File: src/rtl/core/stcw_pkg.sv
`timescale 1ns / 1ps

package stcw_pkg;

    localparam int MAX_SPAN        = 7;
    localparam int TILE_COORD_BITS = 19;
    localparam int PIX_W           = 8;
    localparam int COORD_W         = 12;
    localparam int SPAN_W          = $clog2(MAX_SPAN + 1);
    localparam int DIFF_W          = COORD_W + 1;
    localparam int PROD_W          = COORD_W + DIFF_W;
    localparam int CROSS_W         = PROD_W + 1;
    localparam int TERM_W          = DIFF_W + PIX_W;
    localparam int SUM_W           = CROSS_W + 2;

    localparam logic signed [COORD_W-1:0] EDGE_HI = COORD_W'((2 ** PIX_W) - 1);

    typedef struct packed {
        logic [TILE_COORD_BITS-1:0] prev_tile_x;
        logic [TILE_COORD_BITS-1:0] prev_tile_y;
        logic [TILE_COORD_BITS-1:0] cur_tile_x;
        logic [TILE_COORD_BITS-1:0] cur_tile_y;
        logic [PIX_W-1:0]           prev_pix_x;
        logic [PIX_W-1:0]           prev_pix_y;
        logic [PIX_W-1:0]           cur_pix_x;
        logic [PIX_W-1:0]           cur_pix_y;
    } seg_in_t;

    typedef struct packed {
        logic [TILE_COORD_BITS-1:0] out_tile_x;
        logic [TILE_COORD_BITS-1:0] out_tile_y;
        logic signed [COORD_W-1:0]  start_x;
        logic signed [COORD_W-1:0]  start_y;
        logic signed [COORD_W-1:0]  end_x;
        logic signed [COORD_W-1:0]  end_y;
        logic                       last;
        logic                       span_too_large;
    } seg_out_t;

    // one candidate tile; test=0 means the hit is fixed by hit_fixed
    typedef struct packed {
        logic [TILE_COORD_BITS-1:0] tile_x;
        logic [TILE_COORD_BITS-1:0] tile_y;
        logic signed [COORD_W-1:0]  x1;
        logic signed [COORD_W-1:0]  y1;
        logic signed [COORD_W-1:0]  x2;
        logic signed [COORD_W-1:0]  y2;
        logic                       test;
        logic                       hit_fixed;
        logic                       item_end;
        logic                       span_flag;
    } cand_t;

    typedef struct packed {
        cand_t rec;
        logic  hit;
    } hit_t;

    typedef struct packed {
        cand_t                    rec;
        logic [3:0]               side_diff;
        logic signed [DIFF_W-1:0] dx;
        logic signed [DIFF_W-1:0] dy;
    } s1_t;

    typedef struct packed {
        cand_t                    rec;
        logic [3:0]               side_diff;
        logic signed [PROD_W-1:0] pa;
        logic signed [PROD_W-1:0] pb;
        logic signed [TERM_W-1:0] tdx;
        logic signed [TERM_W-1:0] tdy;
    } s2_t;

    typedef struct packed {
        cand_t                     rec;
        logic [3:0]                side_diff;
        logic signed [CROSS_W-1:0] k;
        logic signed [TERM_W-1:0]  tdx;
        logic signed [TERM_W-1:0]  tdy;
        logic signed [TERM_W:0]    tdd;
    } s3_t;

    typedef enum logic {
        WALK_IDLE,
        WALK_RUN
    } walk_state_t;

endpackage

File: src/rtl/core/segment_tile_crossing_walker_top.sv
// Bins one track segment into map tiles. A segment inside one tile, and a
// segment whose tile distance exceeds the span limit, are handled directly at
// the input; the latter gives one flagged result. Otherwise the walker visits
// the tile rectangle, one candidate tile per cycle while the result side does
// not stall, and the input stays busy until the walk is done; this stepping
// walker sets the rate. Each candidate runs through a four-stage crossing test
// (border sides, cross products, cross term, corner sides and decision). The
// newest crossed tile is held until the next crossed tile or the end of its walk
// shows whether it is the last, so it waits in a pending register before the
// output register and, in a long walk, may wait there for the rest of that walk.
// A stall on the result side freezes the whole pipeline.
`timescale 1ns / 1ps

module segment_tile_crossing_walker_top (
    input  logic               clk,
    input  logic               rst_n,
    input  logic               seg_valid,
    output logic               seg_stall,
    input  stcw_pkg::seg_in_t  seg_data,
    output logic               tile_valid,
    input  logic               tile_stall,
    output stcw_pkg::seg_out_t tile_data
);

    logic            advance;
    logic            cand_valid;
    stcw_pkg::cand_t cand_data;
    logic            hit_valid;
    stcw_pkg::hit_t  hit_data;

    stcw_walker u_walker (
        .clk        (clk),
        .rst_n      (rst_n),
        .seg_valid  (seg_valid),
        .seg_stall  (seg_stall),
        .seg_data   (seg_data),
        .advance    (advance),
        .cand_valid (cand_valid),
        .cand_data  (cand_data)
    );

    stcw_cross_pipe u_cross_pipe (
        .clk        (clk),
        .rst_n      (rst_n),
        .advance    (advance),
        .cand_valid (cand_valid),
        .cand_data  (cand_data),
        .hit_valid  (hit_valid),
        .hit_data   (hit_data)
    );

    stcw_collector u_collector (
        .clk        (clk),
        .rst_n      (rst_n),
        .advance    (advance),
        .hit_valid  (hit_valid),
        .hit_data   (hit_data),
        .tile_valid (tile_valid),
        .tile_stall (tile_stall),
        .tile_data  (tile_data)
    );

endmodule

File: src/rtl/core/stcw_walker.sv
`timescale 1ns / 1ps

module stcw_walker (
    input  logic              clk,
    input  logic              rst_n,
    input  logic              seg_valid,
    output logic              seg_stall,
    input  stcw_pkg::seg_in_t seg_data,
    input  logic              advance,
    output logic              cand_valid,
    output stcw_pkg::cand_t   cand_data
);

    localparam int TW = stcw_pkg::TILE_COORD_BITS;
    localparam int SW = stcw_pkg::SPAN_W;
    localparam int CW = stcw_pkg::COORD_W;
    localparam int PW = stcw_pkg::PIX_W;
    localparam logic signed [TW:0] SPAN_LIM = (TW + 1)'(stcw_pkg::MAX_SPAN);
    localparam logic signed [TW:0] SPAN_NEG = (TW + 1)'(-stcw_pkg::MAX_SPAN);

    stcw_pkg::walk_state_t state_reg, state_next;
    stcw_pkg::seg_in_t     item_reg;
    stcw_pkg::cand_t       cand_reg, gen_cand, direct_cand, walk_cand;
    logic                  cand_valid_reg, gen_valid;
    logic [SW-1:0]         adx_reg, ady_reg, i_reg, i_next, j_reg, j_next;
    logic                  sxp_reg, syp_reg;

    logic                  seg_fire, same_tile, same_pix, span, direct, walk_done;
    logic signed [TW:0]    dx_in, dy_in, ndx_in, ndy_in;
    logic [SW-1:0]         adx_in, ady_in, rem_i, rem_j;
    logic                  sxp_in, syp_in;
    logic [CW-1:0]         off_i, off_j, off_ri, off_rj;
    logic [CW-1:0]         ppx, ppy, cpx, cpy;

    assign dx_in  = $signed({1'b0, seg_data.cur_tile_x}) - $signed({1'b0, seg_data.prev_tile_x});
    assign dy_in  = $signed({1'b0, seg_data.cur_tile_y}) - $signed({1'b0, seg_data.prev_tile_y});
    assign ndx_in = -dx_in;
    assign ndy_in = -dy_in;
    assign adx_in = dx_in[TW] ? ndx_in[SW-1:0] : dx_in[SW-1:0];
    assign ady_in = dy_in[TW] ? ndy_in[SW-1:0] : dy_in[SW-1:0];
    assign sxp_in = !dx_in[TW] && (dx_in != '0);
    assign syp_in = !dy_in[TW] && (dy_in != '0);

    assign same_tile = (seg_data.prev_tile_x == seg_data.cur_tile_x)
                    && (seg_data.prev_tile_y == seg_data.cur_tile_y);
    assign same_pix  = (seg_data.prev_pix_x == seg_data.cur_pix_x)
                    && (seg_data.prev_pix_y == seg_data.cur_pix_y);
    assign span      = (dx_in > SPAN_LIM) || (dx_in < SPAN_NEG)
                    || (dy_in > SPAN_LIM) || (dy_in < SPAN_NEG);
    assign direct    = same_tile || span;

    assign seg_fire  = seg_valid && !seg_stall;
    assign walk_done = (i_reg == adx_reg) && (j_reg == ady_reg);

    always_comb
    begin
        direct_cand           = '0;
        direct_cand.tile_x    = seg_data.cur_tile_x;
        direct_cand.tile_y    = seg_data.cur_tile_y;
        if (!span)
        begin
            direct_cand.x1 = CW'(seg_data.cur_pix_x);
            direct_cand.y1 = CW'(seg_data.cur_pix_y);
            direct_cand.x2 = CW'(seg_data.prev_pix_x);
            direct_cand.y2 = CW'(seg_data.prev_pix_y);
        end
        direct_cand.test      = 1'b0;
        direct_cand.hit_fixed = !(same_tile && same_pix);
        direct_cand.item_end  = 1'b1;
        direct_cand.span_flag = span;
    end

    // local frame offsets are whole tiles, so only the high bits move
    assign rem_i  = adx_reg - i_reg;
    assign rem_j  = ady_reg - j_reg;
    assign off_i  = CW'({i_reg, {PW{1'b0}}});
    assign off_j  = CW'({j_reg, {PW{1'b0}}});
    assign off_ri = CW'({rem_i, {PW{1'b0}}});
    assign off_rj = CW'({rem_j, {PW{1'b0}}});
    assign ppx    = CW'(item_reg.prev_pix_x);
    assign ppy    = CW'(item_reg.prev_pix_y);
    assign cpx    = CW'(item_reg.cur_pix_x);
    assign cpy    = CW'(item_reg.cur_pix_y);

    always_comb
    begin
        walk_cand           = '0;
        walk_cand.tile_x    = sxp_reg ? item_reg.prev_tile_x + TW'(i_reg)
                                      : item_reg.prev_tile_x - TW'(i_reg);
        walk_cand.tile_y    = syp_reg ? item_reg.prev_tile_y + TW'(j_reg)
                                      : item_reg.prev_tile_y - TW'(j_reg);
        walk_cand.x1        = sxp_reg ? ppx - off_i : ppx + off_i;
        walk_cand.y1        = syp_reg ? ppy - off_j : ppy + off_j;
        walk_cand.x2        = sxp_reg ? cpx + off_ri : cpx - off_ri;
        walk_cand.y2        = syp_reg ? cpy + off_rj : cpy - off_rj;
        walk_cand.test      = 1'b1;
        walk_cand.hit_fixed = 1'b0;
        walk_cand.item_end  = walk_done;
        walk_cand.span_flag = 1'b0;
    end

    always_comb
    begin
        state_next = state_reg;
        unique case (state_reg)
            stcw_pkg::WALK_IDLE:
            begin
                if (seg_fire && !direct)
                    state_next = stcw_pkg::WALK_RUN;
            end
            stcw_pkg::WALK_RUN:
            begin
                if (advance && walk_done)
                    state_next = stcw_pkg::WALK_IDLE;
            end
            default:
                state_next = stcw_pkg::WALK_IDLE;
        endcase
    end

    always_comb
    begin
        seg_stall = (state_reg == stcw_pkg::WALK_RUN) || !advance;
        unique case (state_reg)
            stcw_pkg::WALK_IDLE:
            begin
                gen_valid = seg_valid && !seg_stall && direct;
                gen_cand  = direct_cand;
            end
            stcw_pkg::WALK_RUN:
            begin
                gen_valid = 1'b1;
                gen_cand  = walk_cand;
            end
            default:
            begin
                gen_valid = 1'b0;
                gen_cand  = direct_cand;
            end
        endcase
    end

    // y inner, x outer
    always_comb
    begin
        i_next = i_reg;
        j_next = j_reg;
        if (seg_fire)
        begin
            i_next = '0;
            j_next = '0;
        end
        else if ((state_reg == stcw_pkg::WALK_RUN) && advance)
        begin
            if (j_reg == ady_reg)
            begin
                j_next = '0;
                i_next = i_reg + 1'b1;
            end
            else
            begin
                j_next = j_reg + 1'b1;
            end
        end
    end

    always_ff @(posedge clk or negedge rst_n)
    begin
        if (!rst_n)
        begin
            state_reg      <= stcw_pkg::WALK_IDLE;
            cand_valid_reg <= 1'b0;
            i_reg          <= '0;
            j_reg          <= '0;
        end
        else
        begin
            state_reg <= state_next;
            i_reg     <= i_next;
            j_reg     <= j_next;
            if (advance)
                cand_valid_reg <= gen_valid;
        end
    end

    always_ff @(posedge clk)
    begin
        if (seg_fire)
        begin
            item_reg <= seg_data;
            adx_reg  <= adx_in;
            ady_reg  <= ady_in;
            sxp_reg  <= sxp_in;
            syp_reg  <= syp_in;
        end
        if (advance)
            cand_reg <= gen_cand;
    end

    assign cand_valid = cand_valid_reg;
    assign cand_data  = cand_reg;

`ifndef NO_ASSERTIONS
    a_walk_in_box: assert property (@(posedge clk) disable iff (!rst_n)
        (state_reg == stcw_pkg::WALK_RUN) |-> (i_reg <= adx_reg) && (j_reg <= ady_reg))
        else $error("walk counter left the tile rectangle");

    a_span_alone: assert property (@(posedge clk) disable iff (!rst_n)
        (cand_valid_reg && cand_reg.span_flag) |-> (cand_reg.item_end && !cand_reg.test))
        else $error("span result not a single closing record");
`endif

endmodule

File: src/rtl/core/stcw_cross_pipe.sv
`timescale 1ns / 1ps

module stcw_cross_pipe (
    input  logic            clk,
    input  logic            rst_n,
    input  logic            advance,
    input  logic            cand_valid,
    input  stcw_pkg::cand_t cand_data,
    output logic            hit_valid,
    output stcw_pkg::hit_t  hit_data
);

    localparam int CW  = stcw_pkg::COORD_W;
    localparam int DW  = stcw_pkg::DIFF_W;
    localparam int PRW = stcw_pkg::PROD_W;
    localparam int XW  = stcw_pkg::CROSS_W;
    localparam int TMW = stcw_pkg::TERM_W;
    localparam int FW  = stcw_pkg::SUM_W;
    localparam int PW  = stcw_pkg::PIX_W;

    stcw_pkg::s1_t  s1_reg, s1_next;
    stcw_pkg::s2_t  s2_reg, s2_next;
    stcw_pkg::s3_t  s3_reg, s3_next;
    stcw_pkg::hit_t s4_reg, s4_next;
    logic           v1_reg, v2_reg, v3_reg, v4_reg;

    logic signed [FW-1:0] f00, f10, f01, f11, k_ext;
    logic [1:0]           c00, c10, c01, c11;
    logic                 any_cross;

    function automatic logic [1:0] lo_cls(input logic signed [CW-1:0] v);
        return {v < 0, v == 0};
    endfunction

    function automatic logic [1:0] hi_cls(input logic signed [CW-1:0] v);
        return {v < stcw_pkg::EDGE_HI, v == stcw_pkg::EDGE_HI};
    endfunction

    function automatic logic [1:0] sum_cls(input logic signed [FW-1:0] v);
        return {v < 0, v == 0};
    endfunction

    // stage 1: direction vector and endpoint sides of each border line
    always_comb
    begin
        s1_next.rec          = cand_data;
        s1_next.dx           = $signed({cand_data.x2[CW-1], cand_data.x2})
                             - $signed({cand_data.x1[CW-1], cand_data.x1});
        s1_next.dy           = $signed({cand_data.y2[CW-1], cand_data.y2})
                             - $signed({cand_data.y1[CW-1], cand_data.y1});
        s1_next.side_diff[0] = lo_cls(cand_data.y1) != lo_cls(cand_data.y2);
        s1_next.side_diff[1] = lo_cls(cand_data.x1) != lo_cls(cand_data.x2);
        s1_next.side_diff[2] = hi_cls(cand_data.x1) != hi_cls(cand_data.x2);
        s1_next.side_diff[3] = hi_cls(cand_data.y1) != hi_cls(cand_data.y2);
    end

    // stage 2: cross product terms, 255 * d as (d << 8) - d
    always_comb
    begin
        s2_next.rec       = s1_reg.rec;
        s2_next.side_diff = s1_reg.side_diff;
        s2_next.pa        = $signed(s1_reg.rec.x1) * $signed(s1_reg.dy);
        s2_next.pb        = $signed(s1_reg.rec.y1) * $signed(s1_reg.dx);
        s2_next.tdx       = $signed({s1_reg.dx, {PW{1'b0}}})
                          - $signed({{PW{s1_reg.dx[DW-1]}}, s1_reg.dx});
        s2_next.tdy       = $signed({s1_reg.dy, {PW{1'b0}}})
                          - $signed({{PW{s1_reg.dy[DW-1]}}, s1_reg.dy});
    end

    // stage 3: k = x1*dy - y1*dx
    always_comb
    begin
        s3_next.rec       = s2_reg.rec;
        s3_next.side_diff = s2_reg.side_diff;
        s3_next.k         = $signed({s2_reg.pa[PRW-1], s2_reg.pa})
                          - $signed({s2_reg.pb[PRW-1], s2_reg.pb});
        s3_next.tdx       = s2_reg.tdx;
        s3_next.tdy       = s2_reg.tdy;
        s3_next.tdd       = $signed({s2_reg.tdx[TMW-1], s2_reg.tdx})
                          - $signed({s2_reg.tdy[TMW-1], s2_reg.tdy});
    end

    // stage 4: segment side of each tile corner, then the crossing decision
    assign k_ext = $signed({{(FW - XW){s3_reg.k[XW-1]}}, s3_reg.k});
    assign f00   = k_ext;
    assign f10   = k_ext - $signed({{(FW - TMW){s3_reg.tdy[TMW-1]}}, s3_reg.tdy});
    assign f01   = k_ext + $signed({{(FW - TMW){s3_reg.tdx[TMW-1]}}, s3_reg.tdx});
    assign f11   = k_ext + $signed({{(FW - TMW - 1){s3_reg.tdd[TMW]}}, s3_reg.tdd});
    assign c00   = sum_cls(f00);
    assign c10   = sum_cls(f10);
    assign c01   = sum_cls(f01);
    assign c11   = sum_cls(f11);

    assign any_cross = (s3_reg.side_diff[0] && (c00 != c10))
                    || (s3_reg.side_diff[1] && (c00 != c01))
                    || (s3_reg.side_diff[2] && (c10 != c11))
                    || (s3_reg.side_diff[3] && (c01 != c11));

    always_comb
    begin
        s4_next.rec = s3_reg.rec;
        s4_next.hit = s3_reg.rec.test ? any_cross : s3_reg.rec.hit_fixed;
    end

    always_ff @(posedge clk or negedge rst_n)
    begin
        if (!rst_n)
        begin
            v1_reg <= 1'b0;
            v2_reg <= 1'b0;
            v3_reg <= 1'b0;
            v4_reg <= 1'b0;
        end
        else if (advance)
        begin
            v1_reg <= cand_valid;
            v2_reg <= v1_reg;
            v3_reg <= v2_reg;
            v4_reg <= v3_reg;
        end
    end

    always_ff @(posedge clk)
    begin
        if (advance)
        begin
            s1_reg <= s1_next;
            s2_reg <= s2_next;
            s3_reg <= s3_next;
            s4_reg <= s4_next;
        end
    end

    assign hit_valid = v4_reg;
    assign hit_data  = s4_reg;

endmodule

File: src/rtl/core/stcw_collector.sv
`timescale 1ns / 1ps

module stcw_collector (
    input  logic               clk,
    input  logic               rst_n,
    output logic               advance,
    input  logic               hit_valid,
    input  stcw_pkg::hit_t     hit_data,
    output logic               tile_valid,
    input  logic               tile_stall,
    output stcw_pkg::seg_out_t tile_data
);

    stcw_pkg::cand_t    pend_reg, pend_next;
    logic               pend_valid_reg, pend_valid_next;
    logic               pend_last_reg, pend_last_next;
    stcw_pkg::seg_out_t out_reg, emit_out;
    logic               out_valid_reg;
    logic               emit, emit_last;

    assign advance = !out_valid_reg || !tile_stall;

    // the newest hit is held back until it is known whether it closes the segment
    always_comb
    begin
        emit            = 1'b0;
        emit_last       = pend_last_reg;
        pend_next       = pend_reg;
        pend_valid_next = pend_valid_reg;
        pend_last_next  = pend_last_reg;
        priority if (hit_valid && hit_data.hit)
        begin
            emit            = pend_valid_reg;
            emit_last       = pend_last_reg;
            pend_next       = hit_data.rec;
            pend_valid_next = 1'b1;
            pend_last_next  = hit_data.rec.item_end;
        end
        else if (pend_valid_reg && (pend_last_reg || (hit_valid && hit_data.rec.item_end)))
        begin
            emit            = 1'b1;
            emit_last       = 1'b1;
            pend_valid_next = 1'b0;
        end
    end

    always_comb
    begin
        emit_out.out_tile_x     = pend_reg.tile_x;
        emit_out.out_tile_y     = pend_reg.tile_y;
        emit_out.start_x        = pend_reg.x1;
        emit_out.start_y        = pend_reg.y1;
        emit_out.end_x          = pend_reg.x2;
        emit_out.end_y          = pend_reg.y2;
        emit_out.last           = emit_last;
        emit_out.span_too_large = pend_reg.span_flag;
    end

    always_ff @(posedge clk or negedge rst_n)
    begin
        if (!rst_n)
        begin
            pend_valid_reg <= 1'b0;
            pend_last_reg  <= 1'b0;
            out_valid_reg  <= 1'b0;
        end
        else if (advance)
        begin
            pend_valid_reg <= pend_valid_next;
            pend_last_reg  <= pend_last_next;
            out_valid_reg  <= emit;
        end
    end

    always_ff @(posedge clk)
    begin
        if (advance)
        begin
            pend_reg <= pend_next;
            if (emit)
                out_reg <= emit_out;
        end
    end

    assign tile_valid = out_valid_reg;
    assign tile_data  = out_reg;

`ifndef NO_ASSERTIONS
    a_span_last: assert property (@(posedge clk) disable iff (!rst_n)
        out_valid_reg |-> (!out_reg.span_too_large || out_reg.last))
        else $error("span result without last");

    a_final_flush: assert property (@(posedge clk) disable iff (!rst_n)
        (pend_valid_reg && pend_last_reg && advance && !(hit_valid && hit_data.hit))
        |=> !pend_valid_reg)
        else $error("closing result not released");
`endif

endmodule

File: config.mk
export PLATFORM = sky130hd
export DESIGN_NAME = segment_tile_crossing_walker_top
export DESIGN_NICKNAME = d
export VERILOG_FILES = /design/src/rtl/core/stcw_pkg.sv /design/src/rtl/core/segment_tile_crossing_walker_top.sv /design/src/rtl/core/stcw_walker.sv /design/src/rtl/core/stcw_cross_pipe.sv /design/src/rtl/core/stcw_collector.sv
export SDC_FILE = /design/constraint.sdc
export NUM_CORES = 2
export LEC_CHECK = 0
export CAP_MARGIN = 10
export CORE_MARGIN = 5
export CORE_UTILIZATION = 55
export CTS_CLUSTER_SIZE = 40
export DETAILED_ROUTE_END_ITERATION = 8
export DONT_BUFFER_PORTS = 1
export PLACE_DENSITY_LB_ADDON = 0.2
export SLEW_MARGIN = 20
export SYNTH_ARGS = -nofsm -noshare
export SYNTH_HDL_FRONTEND = slang
export SYNTH_HIERARCHICAL = 1
export SYNTH_SLANG_ARGS = --single-unit
File: constraint.sdc
create_clock -name clk -period 16.3 [get_ports clk]
set_input_delay 0 -clock clk [delete_from_list [all_inputs] [get_ports clk]]
set_output_delay 0 -clock clk [all_outputs]
set_load 0.005 [all_outputs]
* Yosys cells after proc, flatten, opt, wreduce, memory -nomap -nowiden
Index checks and enable logic that the tools add are counted.
** Storage, ports and cells
- Input bits :: 112
- Output and inout port bits :: 90
- Word-level logic and storage cells :: 244
- Flip-flop bits (word level) :: 937
** Operators by class
- Add/sub/neg operators :: 29
- Magnitude comparators :: 16
- Muxes and demuxes :: 27
- Multipliers :: 2
- Bitwise logic cells :: 1
- Eq/ne operators :: 18
- Reductions and logical operators :: 53
** Operator list (count)
- $logic_not 32->1 :: 8
- $pmux 90 s2 :: 1
- $lt 27x1->1 const B :: 3
- $mul 12x13->25 :: 2
- $add 8x11->12 :: 4
- $eq 12x9->1 const B :: 4
- $lt 12x1->1 const B :: 4
- $lt 12x9->1 const B :: 4
- $mux 12 :: 4
- $sub 8x11->12 :: 4
- $mux 44 :: 1
- $sub 21x13->21 :: 2
- $gt 20x4->1 const B :: 2
- $lt 20x4->1 const B :: 2
- $reduce_bool 20->1 :: 2
- $sub 19x19->20 :: 2
- $add 19x3->19 :: 2
- $eq 19x19->1 :: 2
- $mux 19 :: 2
- $sub 19x3->19 :: 2
- $add 26x21->27 :: 1
- $add 26x22->27 :: 1
- $sub 26x21->27 :: 1
- $lt 26x1->1 const B :: 1
- 18 further kinds :: 85

* Depth between registers and ports, before layout
- Word-level depth :: 10
- Mapped depth :: 27
- Depth with buffers taken out :: 25

* By module
Netlist, hierarchy kept.
** By module, submodules not included
- stcw_cross_pipe :: area each 38464.4 um^2, times used 1, seq. area each 17546.8 um^2, cells an instance 3343
- stcw_walker :: area each 11791.3 um^2, times used 1, seq. area each 5245.0 um^2, cells an instance 1109
- stcw_collector :: area each 5418.9 um^2, times used 1, seq. area each 5330.1 um^2, cells an instance 192

* Least setup slack after synthesis
OpenSTA, ideal clock, no wires.
- Path type :: reg2reg
- Start :: reg u_collector.out_valid_reg, in the netlist u_collector/tile_valid
- End :: reg u_walker.state_reg
- Path buffers :: 0
- Required time :: 16204 ps
- Stages on the path, launching flop included :: 5
- Library setup time :: 96 ps
- Path slack :: 4635 ps
- Clock period less this slack :: 11665 ps
- Arrival :: 11569 ps
- Path through :: dfrtp_1 -> nand2_2 -> and3_1 -> nand2_1 -> o31ai_2
** On the way
- Word-level cells in the longest chain between the ends :: 9
- Elaborated cells between the ends (all ways) :: 11
- Classes of those cells :: mux: 3; reduce/logical: 8
** Ends and longest elaborated chain
- start, declared :: line stcw_collector.sv:18 : logic out_valid_reg;
- start signal, assigned :: line stcw_collector.sv:71 : out_valid_reg <= emit;
- $logic_not 1->1 :: line stcw_collector.sv:21 : assign advance = !out_valid_reg || !tile_stall;
- $logic_or 1x1->1 :: line stcw_collector.sv:21
- net advance :: line segment_tile_crossing_walker_top.sv:25 : logic advance;
- $logic_not 1->1 :: line stcw_walker.sv:123 : seg_stall = (state_reg == stcw_pkg::WALK_RUN) || !advance;
- $logic_or 1x1->1 :: line stcw_walker.sv:123
- $logic_not 1->1 :: line stcw_walker.sv:52 : assign seg_fire = seg_valid && !seg_stall;
- $logic_and 1x1->1 :: line stcw_walker.sv:52
- net u_walker.seg_fire :: line stcw_walker.sv:28 : logic seg_fire, same_tile, same_pix, span, direct, walk_done;
- $logic_and 1x1->1 :: line stcw_walker.sv:108 : if (seg_fire && !direct)
- $mux 1 :: line stcw_walker.sv:108
- $pmux 1 s2 :: line stcw_walker.sv:105 : unique case (state_reg)
- net u_walker.state_next :: line stcw_walker.sv:21 : stcw_pkg::walk_state_t state_reg, state_next;
- end signal, assigned :: line stcw_walker.sv:171 : state_reg <= stcw_pkg::WALK_IDLE;
- end signal, assigned :: line stcw_walker.sv:178 : state_reg <= state_next;
- end, declared :: line stcw_walker.sv:21
The timed path passes the listed nets, and every way through them passes these cells.
A chain may end at the register's enable or synchronous reset.

==> impl_metrics.tcl <==
set metrics [dict create \
    numCtsBuffers 99 \
    start_util_pct 55.5 \
    antenna_left 0 \
    grt_pass1_vias 35713 \
    rsz0062_at_grt "false" \
    cts_tree "built" \
    syn_inst 4642 \
    setup_viol 0 \
    syn-cell-area_um2 55600 \
    clockBufferDepth 3 \
    grt_max_degree 183 \
    fin_crit_ns 6.42 \
    syn_avg_cell_area_um2 12.0 \
    gp_congestion 0.907 \
    cp.arrival_ns 6.83 \
    finalClockSkew_ns 0.0391 \
    dp_hpwl_um 94800 \
    worst_pin_slew_ns 1.12 \
    htreeDepth 3 \
    area_growth_pct 11.2 \
    fillers 7773 \
    die_area_um2 108000 \
    io_pins 202 \
    die_w_um 328 \
    cp.required_ns 16.71 \
    worstPathMaxFanout 16 \
    path_buf_inv 5 \
    overflow 0 \
    core_um2 100000 \
    drive_gt1_share_pct 5.89 \
    hp-class "input port to flip-flop" \
    num_rows 116 \
    drtPass1Iterations 5 \
    drv_slew 0 \
    root_buffer "clkbuf_16" \
    worstSetupEndpointType "flip-flop" \
    routed_wirelength_um 133000 \
    slew_headroom_pct 25.6 \
    largest_register_ffs 186 \
    post-route-period-util_pct 39.4 \
    num_vias 35810 \
    synthesis.nets 5430 \
    crit_type "flip-flop to flip-flop" \
    fin_nets 5596 \
    drt_iter0_drc 3022 \
    hold_viol_final 0 \
    fmax_mhz 156 \
    clk_latency_ns 0.68 \
    cts_num_sinks 937 \
    status "finished, final reports clean" \
    cts_setup_buffers 0 \
    viasPerCell 5.73 \
    numPortBuffers 0 \
    cpPeakStageDelay_ns 0.73 \
    clkSlewWorstSetupHoldPaths_ns 0.07 \
    crit_path_start_kind "flip-flop" \
    crit_top_cell "inv_1" \
    antenna_found_initial 6 \
    grt_pass1_wl_um 206000 \
    path_delay_family "adder cells" \
    wl_per_cell_um 21.2 \
    grt_use_total_pct 24.7 \
    yosys_warnings 6 \
    drc 0 \
    slowest_stage "edfxtp_1" \
    finalSetupTns_ns 0 \
    maxCapViolCount 0 \
    die_h_um 328 \
]
==> worst reg2reg max path, stage by stage, from the launching register on <==
cell and delay [ns]:
edfxtp_1 0.73, nand2_1 0.16, fa_1 0.56, inv_1 0.04, ha_1 0.26, inv_1 0.05, fa_1 0.51, inv_1 0.05
ha_1 0.28, inv_1 0.06, fa_1 0.58, inv_1 0.06, ha_1 0.28, a21o_1 0.18, a21oi_1 0.21, o21ai_1 0.09
a21oi_1 0.22, o21ai_1 0.10, a21oi_1 0.26, nor2b_1 0.10, o31ai_1 0.51, a211oi_1 0.20, nor3_1 0.29, o41ai_1 0.12
a21oi_1 0.17, xnor2_1 0.07
==> cells in the final DEF (no fill, tap or decap), drive strengths merged, types with 25 or more instances in the layout <==
cell type    count
a211oi          35
a21o            63
a21oi          198
a31oi           28
and2           103
and3            33
clkbuf         119
clkinv          40
dlygate4sd3    153
edfxtp         922
fa             308
ha             368
inv            734
mux2            31
nand2          403
nand2b          35
nand3           62
nand4           30
nor2           220
nor2b           40
nor3            73
nor4            45
o211ai          25
o21a            40
o21ai          183
o41ai           39
xnor2          145
xor2            70
==> stage by stage <==
step                cell area, um^2  util, %  hold WS, ns  cells  setup slack [ns]
floorplan                     55600        -       -0.296   4642              4.66
global placement              57000     56.9       -0.293   5911              9.88
detailed placement            57000     56.9       -0.293   5911              9.90
CTS                           61900     61.7    0.0000556   6248              9.84
global route                  61900     61.7       0.0103   6252              9.48
finish                        61900     61.7       0.0312   6252              9.88
==> repair_timing <==
action / 4_1_cts / 5_1_grt
gates resized for setup: 0 / 0
endpoints found under the setup margin: 0 / 0
endpoints found under the hold margin: 226 / 0
hold buffers: 153 / 0
==> layout make-up <==
class	count	area [um^2]	area share [%]
diodes	4	10.0	0.0162
multi-input cells	2879	24400	39.5
inverters	724	2720	4.40
repair buffers	167	1650	2.67
well taps	1357	1700	2.74
clock buffers	119	2580	4.18
flip-flops and latches	937	28100	45.4
clock inverters	65	699	1.13
==> routing by layer <==
layer	GRT usage (%)	part of all wire, %	up-vias
met4	7.98	3.2	0
met3	3.95	7.1	261
li1	-	-	16633
met1	36.0	45	17575
met5	0	0	-
met2	38.4	45	1341
==> path summary, 6_finish.rpt <==
check	to	slack [ns]	cells past startpoint	from
setup / recovery	u_cross_pipe/s2_reg[91]	9.88	25	u_cross_pipe/s1_reg[4]
hold / removal	u_walker/item_reg[71]	0.03	1	seg_data[71]
setup reg to reg	u_cross_pipe/s2_reg[91]	9.88	25	u_cross_pipe/s1_reg[4]
hold reg to reg	u_cross_pipe/s3_reg[158]	0.41	0	u_cross_pipe/s2_reg[160]
max in group asynchronous	u_walker/state_reg	15.29	2	rst_n
min in group asynchronous	u_collector/pend_valid_reg	0.42	2	rst_n
Power is left out: the tool's default activity adds up to more than one toggle a clock period on the data nets, which glitch-free logic cannot reach.
